### src/design/gaussian_smoothing_edge_difference_core_defines.svh
// ----------------------------------------------------------------------------
// Gaussian smoothing core assertion macros
// Shared concurrent assertion forms clocked on clk, disabled in reset.
// ----------------------------------------------------------------------------
`ifndef GAUSSIAN_SMOOTHING_EDGE_DIFFERENCE_CORE_DEFINES_SVH
`define GAUSSIAN_SMOOTHING_EDGE_DIFFERENCE_CORE_DEFINES_SVH

// same-cycle implication
`define GSED_ASSERT_IMP(label, ante, cons, msg) \
    label: assert property (@(posedge clk) disable iff (!rst_n) (ante) |-> (cons)) \
        else $error(msg);

// next-cycle implication
`define GSED_ASSERT_NXT(label, ante, cons, msg) \
    label: assert property (@(posedge clk) disable iff (!rst_n) (ante) |=> (cons)) \
        else $error(msg);

`endif

### src/design/gsed_pkg.sv
// ----------------------------------------------------------------------------
// Gaussian smoothing core package
// Shared types, register map, reset values and the kernel tap classifier.
// ----------------------------------------------------------------------------
`default_nettype none

package gsed_pkg;

    localparam int DEF_KSIZE      = 5;
    localparam int DEF_MAX_WIDTH  = 1024;
    localparam int DEF_MAX_HEIGHT = 1024;

    localparam int DIM_W   = 11;
    localparam int WT_W    = 8;
    localparam int N_WT    = 6;
    localparam int PADDR_W = 5;
    localparam int PDATA_W = 32;

    localparam logic [DIM_W-1:0] RST_WIDTH  = 11'd256;
    localparam logic [DIM_W-1:0] RST_HEIGHT = 11'd256;
    localparam logic [WT_W-1:0]  RST_WT0    = 8'd8;
    localparam logic [WT_W-1:0]  RST_WT1    = 8'd6;
    localparam logic [WT_W-1:0]  RST_WT2    = 8'd5;
    localparam logic [WT_W-1:0]  RST_WT4    = 8'd3;
    localparam logic [WT_W-1:0]  RST_WT5    = 8'd3;
    localparam logic [WT_W-1:0]  RST_WT8    = 8'd1;

    typedef enum logic [2:0] {
        REG_WIDTH  = 3'd0,
        REG_HEIGHT = 3'd1,
        REG_WT0    = 3'd2,
        REG_WT1    = 3'd3,
        REG_WT2    = 3'd4,
        REG_WT4    = 3'd5,
        REG_WT5    = 3'd6,
        REG_WT8    = 3'd7
    } reg_idx_t;

    typedef enum logic [2:0] {
        CLS_D0   = 3'd0,
        CLS_D1   = 3'd1,
        CLS_D2   = 3'd2,
        CLS_D4   = 3'd3,
        CLS_D5   = 3'd4,
        CLS_D8   = 3'd5,
        CLS_NONE = 3'd6
    } wt_class_t;

    typedef struct packed {
        logic [DIM_W-1:0]           img_width;
        logic [DIM_W-1:0]           img_height;
        logic [N_WT-1:0][WT_W-1:0]  wt;
    } cfg_t;

    typedef struct packed {
        logic latch;
        logic eval;
        logic mul_k;
        logic mul_n;
        logic rd_orig;
        logic cap_orig;
        logic tap_rd;
        logic tap_acc;
        logic div_init;
        logic div_step;
        logic finish;
        logic clear_cnt;
    } dp_cmd_t;

    typedef struct packed {
        logic complete;
        logic flush;
        logic emit_ok;
        logic out_done;
        logic interior;
        logic tap_last;
        logic div_last;
    } dp_stat_t;

    function automatic wt_class_t tap_class(input int dy, input int dx, input int half);
        int oy;
        int ox;
        int d2;
        wt_class_t cls;
        oy = dy - half;
        ox = dx - half;
        d2 = oy * oy + ox * ox;
        unique case (d2)
            0:       cls = CLS_D0;
            1:       cls = CLS_D1;
            2:       cls = CLS_D2;
            4:       cls = CLS_D4;
            5:       cls = CLS_D5;
            8:       cls = CLS_D8;
            default: cls = CLS_NONE;
        endcase
        return cls;
    endfunction

endpackage

`default_nettype wire

### src/design/gsed_ctrl.sv
// ----------------------------------------------------------------------------
// Gaussian smoothing controller
// Sequences one request at a time through the datapath and owns out_valid.
// ----------------------------------------------------------------------------
`default_nettype none

`include "gaussian_smoothing_edge_difference_core_defines.svh"

module gsed_ctrl (
    input  wire logic               clk,
    input  wire logic               rst_n,
    input  wire logic               in_valid,
    output logic                    in_ready,
    output logic                    out_valid,
    input  wire logic               out_ready,
    input  gsed_pkg::dp_stat_t      stat_i,
    output gsed_pkg::dp_cmd_t       cmd_o
);

    typedef enum logic [3:0] {
        ST_IDLE,
        ST_EVAL,
        ST_MULK,
        ST_MULN,
        ST_CMP,
        ST_ORIG,
        ST_ORIGW,
        ST_TRD,
        ST_TACC,
        ST_DINIT,
        ST_DSTEP,
        ST_FIN
    } state_t;

    state_t state_reg;
    state_t state_next;
    logic   out_valid_reg;
    logic   out_free;

    assign in_ready  = (state_reg == ST_IDLE);
    assign out_valid = out_valid_reg;
    assign out_free  = !out_valid_reg || out_ready;

    always_comb
    begin
        cmd_o      = '0;
        state_next = state_reg;
        unique case (state_reg)
            ST_IDLE:
            begin
                cmd_o.latch = in_valid;
                if (in_valid)
                    state_next = ST_EVAL;
            end
            ST_EVAL:
            begin
                cmd_o.eval = 1'b1;
                if (!stat_i.complete && stat_i.flush)
                    state_next = ST_IDLE;
                else
                    state_next = ST_MULK;
            end
            ST_MULK:
            begin
                cmd_o.mul_k = 1'b1;
                state_next  = ST_MULN;
            end
            ST_MULN:
            begin
                cmd_o.mul_n = 1'b1;
                state_next  = ST_CMP;
            end
            ST_CMP:
            begin
                cmd_o.clear_cnt = stat_i.emit_ok && stat_i.out_done;
                if (stat_i.emit_ok && !stat_i.out_done)
                    state_next = ST_ORIG;
                else
                    state_next = ST_IDLE;
            end
            ST_ORIG:
            begin
                cmd_o.rd_orig = 1'b1;
                state_next    = ST_ORIGW;
            end
            ST_ORIGW:
            begin
                cmd_o.cap_orig = 1'b1;
                state_next     = stat_i.interior ? ST_TRD : ST_FIN;
            end
            ST_TRD:
            begin
                cmd_o.tap_rd = 1'b1;
                state_next   = ST_TACC;
            end
            ST_TACC:
            begin
                cmd_o.tap_acc = 1'b1;
                state_next    = stat_i.tap_last ? ST_DINIT : ST_TRD;
            end
            ST_DINIT:
            begin
                cmd_o.div_init = 1'b1;
                state_next     = ST_DSTEP;
            end
            ST_DSTEP:
            begin
                cmd_o.div_step = 1'b1;
                if (stat_i.div_last)
                    state_next = ST_FIN;
            end
            ST_FIN:
            begin
                cmd_o.finish = out_free;
                if (out_free)
                    state_next = ST_IDLE;
            end
            default:
            begin
                state_next = ST_IDLE;
            end
        endcase
    end

    always_ff @(posedge clk or negedge rst_n)
    begin
        if (!rst_n)
        begin
            state_reg     <= ST_IDLE;
            out_valid_reg <= 1'b0;
        end
        else
        begin
            state_reg <= state_next;
            if (cmd_o.finish)
                out_valid_reg <= 1'b1;
            else if (out_ready)
                out_valid_reg <= 1'b0;
        end
    end

    `GSED_ASSERT_IMP(a_fin_free, cmd_o.finish, !out_valid_reg || out_ready, "result overwritten")
    `GSED_ASSERT_NXT(a_acc_eval, in_valid && in_ready, state_reg == ST_EVAL, "request not evaluated")
    `GSED_ASSERT_IMP(a_out_rise, $rose(out_valid_reg), $past(state_reg) == ST_FIN, "stray result")
    `GSED_ASSERT_NXT(a_tap_div, cmd_o.tap_acc && stat_i.tap_last, state_reg == ST_DINIT,
        "divide skipped")

endmodule

`default_nettype wire

### config.mk
export PLATFORM = sky130hd
export DESIGN_NAME = gsed_ctrl
export DESIGN_NICKNAME = d
export VERILOG_FILES = /design/src/design/gsed_pkg.sv /design/src/design/gsed_ctrl.sv
export VERILOG_INCLUDE_DIRS = /design/src /design/src/design
export SDC_FILE = /design/constraint.sdc
export NUM_CORES = 1
export LEC_CHECK = 0
export ABC_AREA = 1
export BUFFER_PORTS_ARGS = -buffer_cell sky130_fd_sc_hd__buf_2
export CAP_MARGIN = 20
export CORE_MARGIN = 5
export CORE_UTILIZATION = 25
export DETAILED_ROUTE_END_ITERATION = 8
export PLACE_DENSITY_LB_ADDON = 0.2
export SLEW_MARGIN = 20
export SYNTH_ARGS = -nofsm -noshare
export SYNTH_HDL_FRONTEND = slang
export SYNTH_SLANG_ARGS = --single-unit
### constraint.sdc
create_clock -name clk -period 1 [get_ports clk]
set_input_delay 0 -clock clk [delete_from_list [all_inputs] [get_ports clk]]
set_output_delay 0 -clock clk [all_outputs]
set_load 0.03 [all_outputs]
==> results.toml <==
[floorplanning]
fp.dieH_um = 52.9
die_x_um = 52.9
boundaryPins = 25
rows = 15
dieArea_mm2 = 0.00280
initial_utilization = 0.264
coreArea_mm2 = 0.00175

[setup_path]
arrival_ns = 1.27
critPathMaxFanout = 4
cp_slowest_cell = "dfrtp_2"
crit_chain = "inv_2 -> nor2_4 -> nand2_2 -> nor3b_4 -> buf_6"
required_ns = 1.00
cp-start-kind = "flip-flop"
crit_type = "flip-flop to primary output"
endpoint_kind = "primary output"
max_stage_delay_ns = 0.41

[power_and_ir_drop]
vdd_drop_max_mv = 2.18
leakagePower_uw = 0.000536
powerDensity_mw_per_mm2 = 3140

[clock_network]
cts_buffer_depth = 2
clock_sinks = 5
tritoncts = "built"
h-tree-depth = 1
cts_buffers = 3
cts_root_buf = "clkbuf_4"
path_clk_slew_ns = 0.05
clock_latency_ns = 0.24

[detailed_routing]
drt_iter0_markers = 5
antenna_left = 0
wl_um = 1650
drc = 0
viasPerCell = 4.29
drt_first_pass_iters = 4
wl_per_cell_um = 10.6
vias = 669

[timing]
final-max-slew-violation-count = 0
setup_ws_ns = -0.275
worstMarginPinSlew_ns = 0.184
timing.hold.ws_ns = 0.0158
hold_viol_final = 0
max_freq_mhz = 785
finalCritPeriodShare = 1.27
rsz0062_at_grt = "true"
finalCriticalPeriod_ns = 1.27
finalSetupViolCount = 17
fin_skew_ns = 0.00338
slew_headroom = 0.877

[job]
drv_cap = 0

[final_layout]
nets = 143
drive_gt1_frac = 0.634
largest_reg_flops = 4
final_area_um2 = 996
antenna_cells = 0
instances_no_fill = 156
area_delta_synth_final_pct = 116

[yosys]
yosys-top-cells-count = "27 x nand2_1, 22 x inv_1, 19 x nor2_1"
synth_seq_cells = 5
synthesis.nets = 98
netlist_top_cells_area = "dfrtp_1 27%, nand2_1 22%, inv_1 18%, nor2_1 15%, nand3_1 6.5%"
ys_types = 10
synth_top_area_frac = 0.272
synthesis.area_um2 = 460
yosysMostFrequentCell = "nand2_1"
yosysWarnings = 0
synth_ff_type = "dfrtp_1"
synth_top_area_cell = "dfrtp_1"
async_flop_share = 1.00
synth_cells = 87
synth_edf_count = 0
synth.avg_cell_area_um2 = 5.29
synth-seq-area-share = 0.272

[global_routing]
grt_max_degree = 7
use_met1 = 0.148
grt_usage = 0.124
antenna_found_initial = 0
grt_pass1_wl_um = 2550
use_met3 = 0.0394
first_global_vias = 641
globalRoute.totalOverflow = 0
gr-usage-met2 = 0.205
top_usage_layer = "met2"

[place]
dp_cells = 148
gp_congestion = 0.860
dpl_cell_area_um2 = 753
port_buffers = 24
hpwlAfterDp_um = 1240

[outcome]
failed_checks = "setup timing"
outcome = "complete, but fails checks"

[worst_hold_path]
hold_path_class = "input port to flip-flop"
path summary, 6_finish.rpt:
check	startpoint	end	slack (ns)	cells past startpoint
setup / recovery	state_reg[2]	cmd_o[0]	-0.27	5
hold / removal	stat_i[2]	state_reg[2]	0.02	3
setup reg to reg	state_reg[2]	state_reg[1]	-0.25	9
hold reg to reg	out_valid	out_valid	0.63	4
max in group asynchronous	rst_n	state_reg[0]	0.75	2
min in group asynchronous	rst_n	out_valid	0.10	2
cell families (layout without fill, tap and decap cells):
group,count (synthesis),after routing,share of synthesized area
AND/OR/NAND/NOR,58,58,0.519
AO/OA/AOI/OAI,2,2,0.0299
buffers and inverters,22,66,0.179
flip-flops,5,5,0.272
cells in the final DEF (no fill, tap or decap):
master	netlist	final
buf_12	0	1
nor2_4	0	10
nand2_1	27	18
nor2_2	3	6
clkbuf_4	0	3
buf_2	0	11
nand2_4	0	2
clkbuf_1	0	1
buf_4	0	14
o21ai_1	0	1
inv_2	0	8
nand3_1	6	6
dfrtp_2	0	4
nor3b_4	0	1
dfrtp_1	5	1
dlygate4sd3_1	0	1
buf_6	0	13
nand2_2	0	7
nor3_2	0	2
o21ai_2	1	1
nor2_1	19	6
inv_1	22	14
cell type report:
type,instances,area (µm²)
flip-flops and latches,5,130
fillers,186,749
inverters,22,82.6
multi-input cells,60,389
clock buffers,4,26.3
repair buffers,40,337
well taps,25,31.3
stage by stage:
| stage | power [µW] | utilization | setup WS [ns] | setup TNS [ns] |
|---|---|---|---|---|
| 2_1_floorplan | 1450 | - | -0.226 | -1.48 |
| 3_3_place_gp | 2030 | 0.432 | -0.224 | -1.79 |
| 3_5_place_dp | 2060 | 0.432 | -0.232 | -1.73 |
| 4_1_cts | 2820 | 0.538 | -0.281 | -3.80 |
| 5_1_grt | 3340 | 0.571 | -0.354 | -4.84 |
| 6_report | 3130 | 0.571 | -0.275 | -3.80 |
power by group:
group,switching [µW],internal [µW]
logic,1340,1070
clock network,85.7,151
registers,174,303
critical path, delay by kind of cell, from the launching register on:
family                 cells  cell delay (ns)
flip-flops                 1             0.41
AND/OR/NAND/NOR            3             0.40
buffers and inverters      2             0.22
timing repair:
action | in CTS | in global routing
buffers inserted | 1 | 2
endpoints found under the setup margin | 17 | 17
resized for setup | 52 | 11
hold buffers | 1 | 0
endpoints found under the hold margin | 5 | 0
pin swaps | 6 | 5
metal layers:
metal,routed length [µm],up-vias
li1,-,340
met3,65,2
met1,728,307
met2,841,20
met4,19,0
met5,0,-
Note: power is estimated with default switching activity, not from simulation.
