===== config.mk =====
export PLATFORM = sky130hd
export DESIGN_NAME = gsed_regs
export DESIGN_NICKNAME = d
export VERILOG_FILES = /design/src/design/gaussian_smoothing_edge_difference_core_defines.svh /design/src/design/gsed_pkg.sv /design/src/design/gsed_regs.sv
export SDC_FILE = /design/constraint.sdc
export NUM_CORES = 1
export LEC_CHECK = 0
export BUFFER_PORTS_ARGS = -buffer_cell sky130_fd_sc_hd__clkbuf_2
export CAP_MARGIN = 5
export CORE_UTILIZATION = 25
export CTS_CLUSTER_SIZE = 24
export DETAILED_ROUTE_END_ITERATION = 8
export GPL_TIMING_DRIVEN = 0
export HOLD_SLACK_MARGIN = 0.1
export PLACE_DENSITY = 0.59
export RECOVER_POWER = 25
export SLEW_MARGIN = 20
export SYNTH_ARGS = -nofsm -noshare
export SYNTH_HDL_FRONTEND = slang
export SYNTH_SLANG_ARGS = --single-unit

===== constraint.sdc =====
create_clock -name clk -period 2.85 [get_ports clk]
set_input_delay 0.1425 -clock clk [delete_from_list [all_inputs] [get_ports clk]]
set_output_delay 0.1425 -clock clk [all_outputs]
set_load 0.02 [all_outputs]

===== src/design/gaussian_smoothing_edge_difference_core_defines.svh =====
// ----------------------------------------------------------------------------
// Gaussian smoothing core assertion macros
// Shared concurrent assertion forms clocked on clk, disabled in reset.
// ----------------------------------------------------------------------------
`ifndef GAUSSIAN_SMOOTHING_EDGE_DIFFERENCE_CORE_DEFINES_SVH
`define GAUSSIAN_SMOOTHING_EDGE_DIFFERENCE_CORE_DEFINES_SVH

// same-cycle implication
`define GSED_ASSERT_IMP(label, ante, cons, msg) \
    label: assert property (@(posedge clk) disable iff (!rst_n) (ante) |-> (cons)) \
        else $error(msg);

// next-cycle implication
`define GSED_ASSERT_NXT(label, ante, cons, msg) \
    label: assert property (@(posedge clk) disable iff (!rst_n) (ante) |=> (cons)) \
        else $error(msg);

`endif


===== src/design/gsed_pkg.sv =====
// ----------------------------------------------------------------------------
// Gaussian smoothing core package
// Shared types, register map, reset values and the kernel tap classifier.
// ----------------------------------------------------------------------------
`default_nettype none

package gsed_pkg;

    localparam int DEF_KSIZE      = 5;
    localparam int DEF_MAX_WIDTH  = 1024;
    localparam int DEF_MAX_HEIGHT = 1024;

    localparam int DIM_W   = 11;
    localparam int WT_W    = 8;
    localparam int N_WT    = 6;
    localparam int PADDR_W = 5;
    localparam int PDATA_W = 32;

    localparam logic [DIM_W-1:0] RST_WIDTH  = 11'd256;
    localparam logic [DIM_W-1:0] RST_HEIGHT = 11'd256;
    localparam logic [WT_W-1:0]  RST_WT0    = 8'd8;
    localparam logic [WT_W-1:0]  RST_WT1    = 8'd6;
    localparam logic [WT_W-1:0]  RST_WT2    = 8'd5;
    localparam logic [WT_W-1:0]  RST_WT4    = 8'd3;
    localparam logic [WT_W-1:0]  RST_WT5    = 8'd3;
    localparam logic [WT_W-1:0]  RST_WT8    = 8'd1;

    typedef enum logic [2:0] {
        REG_WIDTH  = 3'd0,
        REG_HEIGHT = 3'd1,
        REG_WT0    = 3'd2,
        REG_WT1    = 3'd3,
        REG_WT2    = 3'd4,
        REG_WT4    = 3'd5,
        REG_WT5    = 3'd6,
        REG_WT8    = 3'd7
    } reg_idx_t;

    typedef enum logic [2:0] {
        CLS_D0   = 3'd0,
        CLS_D1   = 3'd1,
        CLS_D2   = 3'd2,
        CLS_D4   = 3'd3,
        CLS_D5   = 3'd4,
        CLS_D8   = 3'd5,
        CLS_NONE = 3'd6
    } wt_class_t;

    typedef struct packed {
        logic [DIM_W-1:0]           img_width;
        logic [DIM_W-1:0]           img_height;
        logic [N_WT-1:0][WT_W-1:0]  wt;
    } cfg_t;

    typedef struct packed {
        logic latch;
        logic eval;
        logic mul_k;
        logic mul_n;
        logic rd_orig;
        logic cap_orig;
        logic tap_rd;
        logic tap_acc;
        logic div_init;
        logic div_step;
        logic finish;
        logic clear_cnt;
    } dp_cmd_t;

    typedef struct packed {
        logic complete;
        logic flush;
        logic emit_ok;
        logic out_done;
        logic interior;
        logic tap_last;
        logic div_last;
    } dp_stat_t;

    function automatic wt_class_t tap_class(input int dy, input int dx, input int half);
        int oy;
        int ox;
        int d2;
        wt_class_t cls;
        oy = dy - half;
        ox = dx - half;
        d2 = oy * oy + ox * ox;
        unique case (d2)
            0:       cls = CLS_D0;
            1:       cls = CLS_D1;
            2:       cls = CLS_D2;
            4:       cls = CLS_D4;
            5:       cls = CLS_D5;
            8:       cls = CLS_D8;
            default: cls = CLS_NONE;
        endcase
        return cls;
    endfunction

endpackage

`default_nettype wire


===== src/design/gsed_regs.sv =====
// ----------------------------------------------------------------------------
// Gaussian smoothing configuration registers
// APB-style register file holding image size and kernel weights.
// ----------------------------------------------------------------------------
`default_nettype none

module gsed_regs (
    input  wire logic                          clk,
    input  wire logic                          rst_n,
    input  wire logic                          psel,
    input  wire logic                          penable,
    input  wire logic                          pwrite,
    input  wire logic [gsed_pkg::PADDR_W-1:0]  paddr,
    input  wire logic [gsed_pkg::PDATA_W-1:0]  pwdata,
    output logic      [gsed_pkg::PDATA_W-1:0]  prdata,
    output logic                               pready,
    output gsed_pkg::cfg_t                     cfg_o
);

    gsed_pkg::reg_idx_t idx;
    gsed_pkg::cfg_t     cfg_reg;
    logic               wr_en;

    assign idx    = gsed_pkg::reg_idx_t'(paddr[gsed_pkg::PADDR_W-1:2]);
    assign wr_en  = psel && penable && pwrite;
    assign pready = 1'b1;
    assign cfg_o  = cfg_reg;

    always_ff @(posedge clk or negedge rst_n)
    begin
        if (!rst_n)
        begin
            cfg_reg.img_width  <= gsed_pkg::RST_WIDTH;
            cfg_reg.img_height <= gsed_pkg::RST_HEIGHT;
            cfg_reg.wt[0]      <= gsed_pkg::RST_WT0;
            cfg_reg.wt[1]      <= gsed_pkg::RST_WT1;
            cfg_reg.wt[2]      <= gsed_pkg::RST_WT2;
            cfg_reg.wt[3]      <= gsed_pkg::RST_WT4;
            cfg_reg.wt[4]      <= gsed_pkg::RST_WT5;
            cfg_reg.wt[5]      <= gsed_pkg::RST_WT8;
        end
        else if (wr_en)
        begin
            unique case (idx)
                gsed_pkg::REG_WIDTH:  cfg_reg.img_width  <= pwdata[gsed_pkg::DIM_W-1:0];
                gsed_pkg::REG_HEIGHT: cfg_reg.img_height <= pwdata[gsed_pkg::DIM_W-1:0];
                gsed_pkg::REG_WT0:    cfg_reg.wt[0]      <= pwdata[gsed_pkg::WT_W-1:0];
                gsed_pkg::REG_WT1:    cfg_reg.wt[1]      <= pwdata[gsed_pkg::WT_W-1:0];
                gsed_pkg::REG_WT2:    cfg_reg.wt[2]      <= pwdata[gsed_pkg::WT_W-1:0];
                gsed_pkg::REG_WT4:    cfg_reg.wt[3]      <= pwdata[gsed_pkg::WT_W-1:0];
                gsed_pkg::REG_WT5:    cfg_reg.wt[4]      <= pwdata[gsed_pkg::WT_W-1:0];
                gsed_pkg::REG_WT8:    cfg_reg.wt[5]      <= pwdata[gsed_pkg::WT_W-1:0];
            endcase
        end
    end

    always_comb
    begin
        unique case (idx)
            gsed_pkg::REG_WIDTH:  prdata = gsed_pkg::PDATA_W'(cfg_reg.img_width);
            gsed_pkg::REG_HEIGHT: prdata = gsed_pkg::PDATA_W'(cfg_reg.img_height);
            gsed_pkg::REG_WT0:    prdata = gsed_pkg::PDATA_W'(cfg_reg.wt[0]);
            gsed_pkg::REG_WT1:    prdata = gsed_pkg::PDATA_W'(cfg_reg.wt[1]);
            gsed_pkg::REG_WT2:    prdata = gsed_pkg::PDATA_W'(cfg_reg.wt[2]);
            gsed_pkg::REG_WT4:    prdata = gsed_pkg::PDATA_W'(cfg_reg.wt[3]);
            gsed_pkg::REG_WT5:    prdata = gsed_pkg::PDATA_W'(cfg_reg.wt[4]);
            gsed_pkg::REG_WT8:    prdata = gsed_pkg::PDATA_W'(cfg_reg.wt[5]);
        endcase
    end

endmodule

`default_nettype wire


==> flow_metrics.py, run 1 <==
metrics = {
    "power_and_ir_drop": {
        "finalPower_mw": 3.48,
        "ir_drop_mv": 0.324,
        "leakage_nw": 2.32,
        "pwr_density_cell_nw_per_um2": 749,
    },
    "logic_synthesis": {
        "synth_area_sq_um": 3510,
        "synth_area_leaders": "dfrtp_1, mux2_2, dfstp_2, mux2_4, mux2i_1",
        "yosysUniqueCellTypes": 23,
        "yosysWarnings": 0,
        "synthCells": 253,
        "synth_area_leader_cell": "dfrtp_1",
        "avgSynthCellArea_sq_um": 13.9,
        "synth_top_area_share_pct": 41.4,
        "synthArstFlopShare_pct": 100,
        "synth_flop_cell": "dfrtp_1",
        "ys_seq_elements": 70,
        "synth.yosys.seq_area_share_pct": 50.4,
        "synth_enable_flop_cells": 0,
    },
    "min_path": {
        "hp-start": "pwdata[2]",
        "hold_path_class": "primary input to register",
        "hold_depth": 2,
        "worstHoldEndpoint": "cfg_o[2]",
    },
    "route": {
        "drc": 0,
        "viasPerCell": 4.30,
        "ant_nets": 0,
        "drt-pass1-iter-count": 5,
        "routedWlPerCell_microns": 16.9,
        "routed_wl_mm": 9.59,
        "vias": 2439,
        "drtIter0Drc": 67,
    },
    "critical_path": {
        "reg2reg_depth": 1,
        "crit_type": "register to primary output",
        "cp_max_fo": 3,
        "worstPathRequired_ns": 2.71,
        "reg2reg_to": "cfg_o[29]",
        "worst_ep_arrival_time_ns": 1.65,
        "end_kind": "primary output",
        "worst_r2r_startpoint": "cfg_o[29]",
        "crit_path_start_kind": "register",
        "rrSetupSlack_ns": 2.06,
    },
    "sta": {
        "period_share_pct": 62.9,
        "whs_ns": 0.183,
        "drv_slew": 0,
        "finalWorstSetupSlack_ns": 1.06,
        "slew_headroom_pct": 60.6,
        "min_period_ns": 1.79,
        "rsz0062_at_grt": "no",
        "setup_tns_ns": 0,
        "setup-violations-final": 0,
        "max_freq_ghz": 0.558,
        "hold_violations": 0,
        "tightest_slew_ns": 0.592,
        "worst_clock_skew_ns": 0,
    },
    "placement": {
        "hpwl_mm": 7.29,
        "gp_congestion": 0.783,
        "portBuffers": 98,
        "dp_slack_ns": 1.10,
    },
    "clock_tree": {
        "htreeDepth": 3,
        "root_buffer": "clkbuf_16",
        "clockBufferDepth": 2,
        "ctsResizeCount": 0,
        "cts.reportedPaths.clkPinSlew_ns": 0.06,
        "clk_latency_ns": 0.32,
        "cts_tree": "yes",
        "clock_sinks": 70,
        "cts_buffers": 9,
    },
    "finish": {
        "diodes": 0,
        "drive_gt1_share_pct": 58.1,
        "area_delta_synth_final_pct": 32.2,
        "largest_reg_flops": 70,
        "fin_nets": 429,
        "final_cell_mix": "clkbuf_2, dfrtp_1, mux2_2",
        "n_fill_cell": 1399,
        "final_util_pct": 34.5,
        "layout_commonest_cell": "clkbuf_2",
    },
    "floorplanning": {
        "die_w_microns": 120,
        "die_area_sq_um": 14500,
        "die_height_microns": 120,
        "design.portCount": 145,
        "fp-row-count": 42,
        "initial_utilization_pct": 26.1,
        "core_area_sq_um": 13500,
    },
    "grt": {
        "grt_usage_pct": 13.8,
        "grt_pass1_wl_mm": 14.7,
        "grt_pass1_vias": 2500,
        "grt_max_degree": 37,
        "grt_antenna_before_repair": 0,
        "grt-ovfl-total": 0,
    },
    "run": {
        "max-cap-violations": 0,
    },
    "outcome": {
        "status": "completed",
    },
}
-- synth_stat cells, drive strengths merged (2+ instances only) --
master / count
a211oi: 8
buf: 32
clkbuf: 3
conb: 2
dfrtp: 58
dfstp: 12
mux2: 70
mux2i: 27
nand2b: 2
nor2: 6
nor3: 3
nor3b: 8
o22a: 8
o22ai: 8
or3: 3
-- layer usage --
metal | up-vias | track usage [%] | part of all wire [%]
met5 | - | 0 | 0
met4 | 0 | 6.33 | 1.8
met3 | 13 | 2.92 | 4.5
met2 | 72 | 22.0 | 48
met1 | 1208 | 17.8 | 45
li1 | 1146 | - | -
-- layout make-up --
| cell class | instances | area (sq um) | share of cell area (%) |
|---|---|---|---|
| well taps | 176 | 220 | 4.75 |
| multi-input cells | 168 | 1570 | 33.8 |
| flip-flops and latches | 70 | 1770 | 38.1 |
| clock inverters | 1 | 30.0 | 0.647 |
| plain buffers | 35 | 240 | 5.18 |
| repair buffers | 103 | 548 | 11.8 |
| clock buffers | 14 | 264 | 5.69 |
-- stage by stage --
step / cells / cell area, sq um
floorplan: 273 / 3580
global placement: 547 / 4290
detailed placement: 548 / 4320
CTS: 567 / 4650
global route: 567 / 4640
finish: 567 / 4640
-- timing repair --
| action | 4_1_cts | 5_1_grt |
|---|---|---|
| endpoints found under the hold margin | 33 | 0 |
| buffers inserted | 0 | 0 |
| hold buffers | 4 | 0 |
-- kinds of logic (layout without fill, tap and decap cells) --
group           Yosys count  after routing  synth area share [%]
flops                    70             70                  50.4
simple gates             25             25                  5.31
compound gates           24             24                  5.14
other cells               2             22                 0.214
mux                      97             97                  32.1
buf+inv                  35            153                  6.88
-- report_power, final --
| group | switching (mW) | total [mW] | internal (mW) |
|---|---|---|---|
| registers | 0.157 | 1.37 | 1.22 |
| clock network | 0.393 | 1.11 | 0.721 |
| logic | 0.575 | 0.989 | 0.414 |
| total | 1.12 | 3.48 | 2.35 |
-- worst max-delay path, cell delays in order, from the launching register on --
cell and delay, ns:
dfstp_2 0.55, nor3b_1 0.05, a211oi_1 0.33, o22a_1 0.21, clkbuf_2 0.18
-- worst max path at each step --
stage	from	endpoint	slack (ns)	cells past startpoint
after global placement	rst_n	cfg_o[53]	1.09	1
after CTS	cfg_o[3]	prdata[3]	1.07	4
after floorplan	paddr[2]	prdata[10]	1.51	4
final	cfg_o[3]	prdata[3]	1.06	4
after global routing	cfg_o[16]	prdata[0]	0.98	4
after detailed placement	paddr[3]	prdata[7]	1.10	7
Note: power is estimated with default switching activity, not from simulation.
==> inputs of run 2 (changes only) <==
==> constraint.sdc (replaced) <==
create_clock -name clk -period 1.7 [get_ports clk]
set_input_delay 0.085 -clock clk [delete_from_list [all_inputs] [get_ports clk]]
set_output_delay 0.085 -clock clk [all_outputs]
set_load 0.02 [all_outputs]
==> flow_metrics.py, run 2 (synthesis results as in run 1) <==
metrics = {
    "critical_path": {
        "slowest_stage": "dfstp_2",
        "reg2reg_to": "cfg_o[29]",
        "crit_type": "register to primary output",
        "critPathCapture": "prdata[1]",
        "crit_path_start_kind": "register",
        "crit_chain": "mux2i_1 > a211oi_1 > o22a_1 > clkbuf_2",
        "cpPeakStageDelay_ns": 0.54,
        "cp_max_fo": 3,
        "end_kind": "primary output",
        "rrSetupSlack_ns": 0.91,
        "worst_r2r_startpoint": "cfg_o[29]",
        "worst_ep_arrival_time_ns": 1.56,
        "worstPathRequired_ns": 1.62,
        "reg2reg_depth": 1,
        "setup.worst_path.start": "cfg_o[33]",
    },
    "power_and_ir_drop": {
        "pwr_density_cell_nw_per_um2": 1250,
        "power_frac_clock_pct": 32.0,
        "leakage_nw": 2.32,
        "seq_power_share_pct": 39.4,
        "intPower_mw": 3.95,
        "ir_drop_mv": 0.534,
        "combPwrFrac_pct": 28.6,
        "power.share.switching_pct": 32.4,
        "power.switching_mw": 1.89,
    },
    "floorplanning": {
        "die_w_microns": 120,
        "die_height_microns": 120,
        "fp-row-count": 42,
        "core_area_sq_um": 13500,
        "die_area_sq_um": 14500,
        "design.portCount": 145,
        "initial_utilization_pct": 26.1,
    },
    "placement": {
        "gp_congestion": 0.783,
        "hpwl_mm": 7.29,
        "portBuffers": 98,
        "dp_cells": 548,
    },
    "route": {
        "drtIter0Drc": 57,
        "vias": 2438,
        "drt-pass1-iter-count": 5,
        "routedWlPerCell_microns": 16.9,
        "ant_nets": 0,
        "drc": 0,
        "viasPerCell": 4.30,
        "routed_wl_mm": 9.59,
    },
    "finish": {
        "final_cell_mix": "clkbuf_2, dfrtp_1, mux2_2",
        "n_fill_cell": 1401,
        "largest_reg_flops": 70,
        "area_delta_synth_final_pct": 32.7,
        "drive_gt1_share_pct": 59.1,
        "finalNonFillerCells": 567,
        "diodes": 0,
        "fin_nets": 429,
        "layout_commonest_cell": "clkbuf_2",
    },
    "grt": {
        "grt_max_degree": 37,
        "grt_antenna_before_repair": 0,
        "grt_pass1_vias": 2516,
        "grt_usage_pct": 13.8,
        "grt_pass1_wl_mm": 14.8,
        "grt-ovfl-total": 0,
    },
    "sta": {
        "tightest_slew_ns": 0.938,
        "min_period_ns": 1.64,
        "rsz0062_at_grt": "no",
        "slew_headroom_pct": 37.4,
        "max_freq_ghz": 0.609,
        "hold_violations": 0,
        "drv_slew": 0,
        "setup-violations-final": 0,
        "period_share_pct": 96.6,
        "worst_clock_skew_ns": 0,
        "setup_tns_ns": 0,
    },
    "clock_tree": {
        "htreeDepth": 3,
        "cts.reportedPaths.clkPinSlew_ns": 0.05,
        "root_buffer": "clkbuf_16",
        "clk_latency_ns": 0.32,
        "cts_tree": "yes",
        "cts_buffers": 9,
        "clock_sinks": 70,
        "clockBufferDepth": 2,
    },
    "outcome": {
        "status": "completed",
    },
    "min_path": {
        "hold_path_class": "primary input to register",
    },
    "run": {
        "max-cap-violations": 0,
    },
}
==> run 2: cell types whose count changed in the layout (fill, tap and decap cells not counted), sizes merged <==
| cell | change |
|---|---|
| clkbuf | +1 |
| buf | -1 |
==> run 2: repair_timing <==
item                                    4_1_cts  5_1_grt
hold endpoints to repair                     33        0
pin swaps                                     0        2
setup buffers                                 0        0
endpoints found under the setup margin        2        3
gates resized for setup                       2        2
hold buffers                                  4        0
cloned                                        0        0
==> run 2: power groups by stage <==
stage / registers (mW) / logic (mW) / clock network (mW)
CTS: 2.30 / 1.70 / 1.91
floorplan: 2.69 / 0.678 / 0
detailed placement: 2.33 / 1.68 / 0
finish: 2.30 / 1.67 / 1.87
global placement: 2.30 / 1.66 / 0
global route: 2.35 / 1.79 / 1.98
==> run 2: metrics by stage <==
step	cell area [sq um]	hold WS (ns)	utilization, %	total power [mW]	setup WS, ns
finish	4650	0.129	34.6	5.84	0.0574
global route	4650	0.137	34.6	6.13	0.000840
CTS	4660	0.114	34.6	5.91	0.0105
detailed placement	4320	0.111	32.1	4.01	0.0601
global placement	4290	0.331	31.9	3.96	-0.00518
floorplan	3580	-0.211	-	3.37	0.449
==> run 2: cell type report <==
class	instances	area, sq um	share of cell area (%)
Sequential cell	70	1770	38.0
Multi-Input combinational cell	168	1580	34.0
Timing Repair Buffer	103	547	11.7
Clock buffer	14	264	5.67
Buffer	35	243	5.22
Tap cell	176	220	4.73
Clock inverter	1	30.0	0.645
==> run 2: worst min path at each step <==
stage	depth (start not counted)	from	endpoint
floorplan	0	rst_n	cfg_o[0]
global placement	2	pwdata[10]	cfg_o[69]
detailed placement	1	rst_n	cfg_o[34]
CTS	2	pwdata[2]	cfg_o[2]
global route	2	pwdata[2]	cfg_o[2]
finish	2	pwdata[2]	cfg_o[2]
==> run 2: critical path: cells and delay by family, from the launching register on <==
kind | cells | cell delay [ns]
flip-flops | 1 | 0.54
buffers and inverters | 1 | 0.17
AO/OA/AOI/OAI | 2 | 0.46
multiplexers | 1 | 0.07
==> run 2: metal layers <==
| metal | vias to the layer above | GRT usage [%] | share of wire, % |
|---|---|---|---|
| met5 | - | 0 | 0 |
| met4 | 0 | 6.33 | 1.2 |
| met3 | 10 | 2.92 | 4.3 |
| met2 | 74 | 22.1 | 49 |
| met1 | 1208 | 17.8 | 46 |
| li1 | 1146 | - | - |
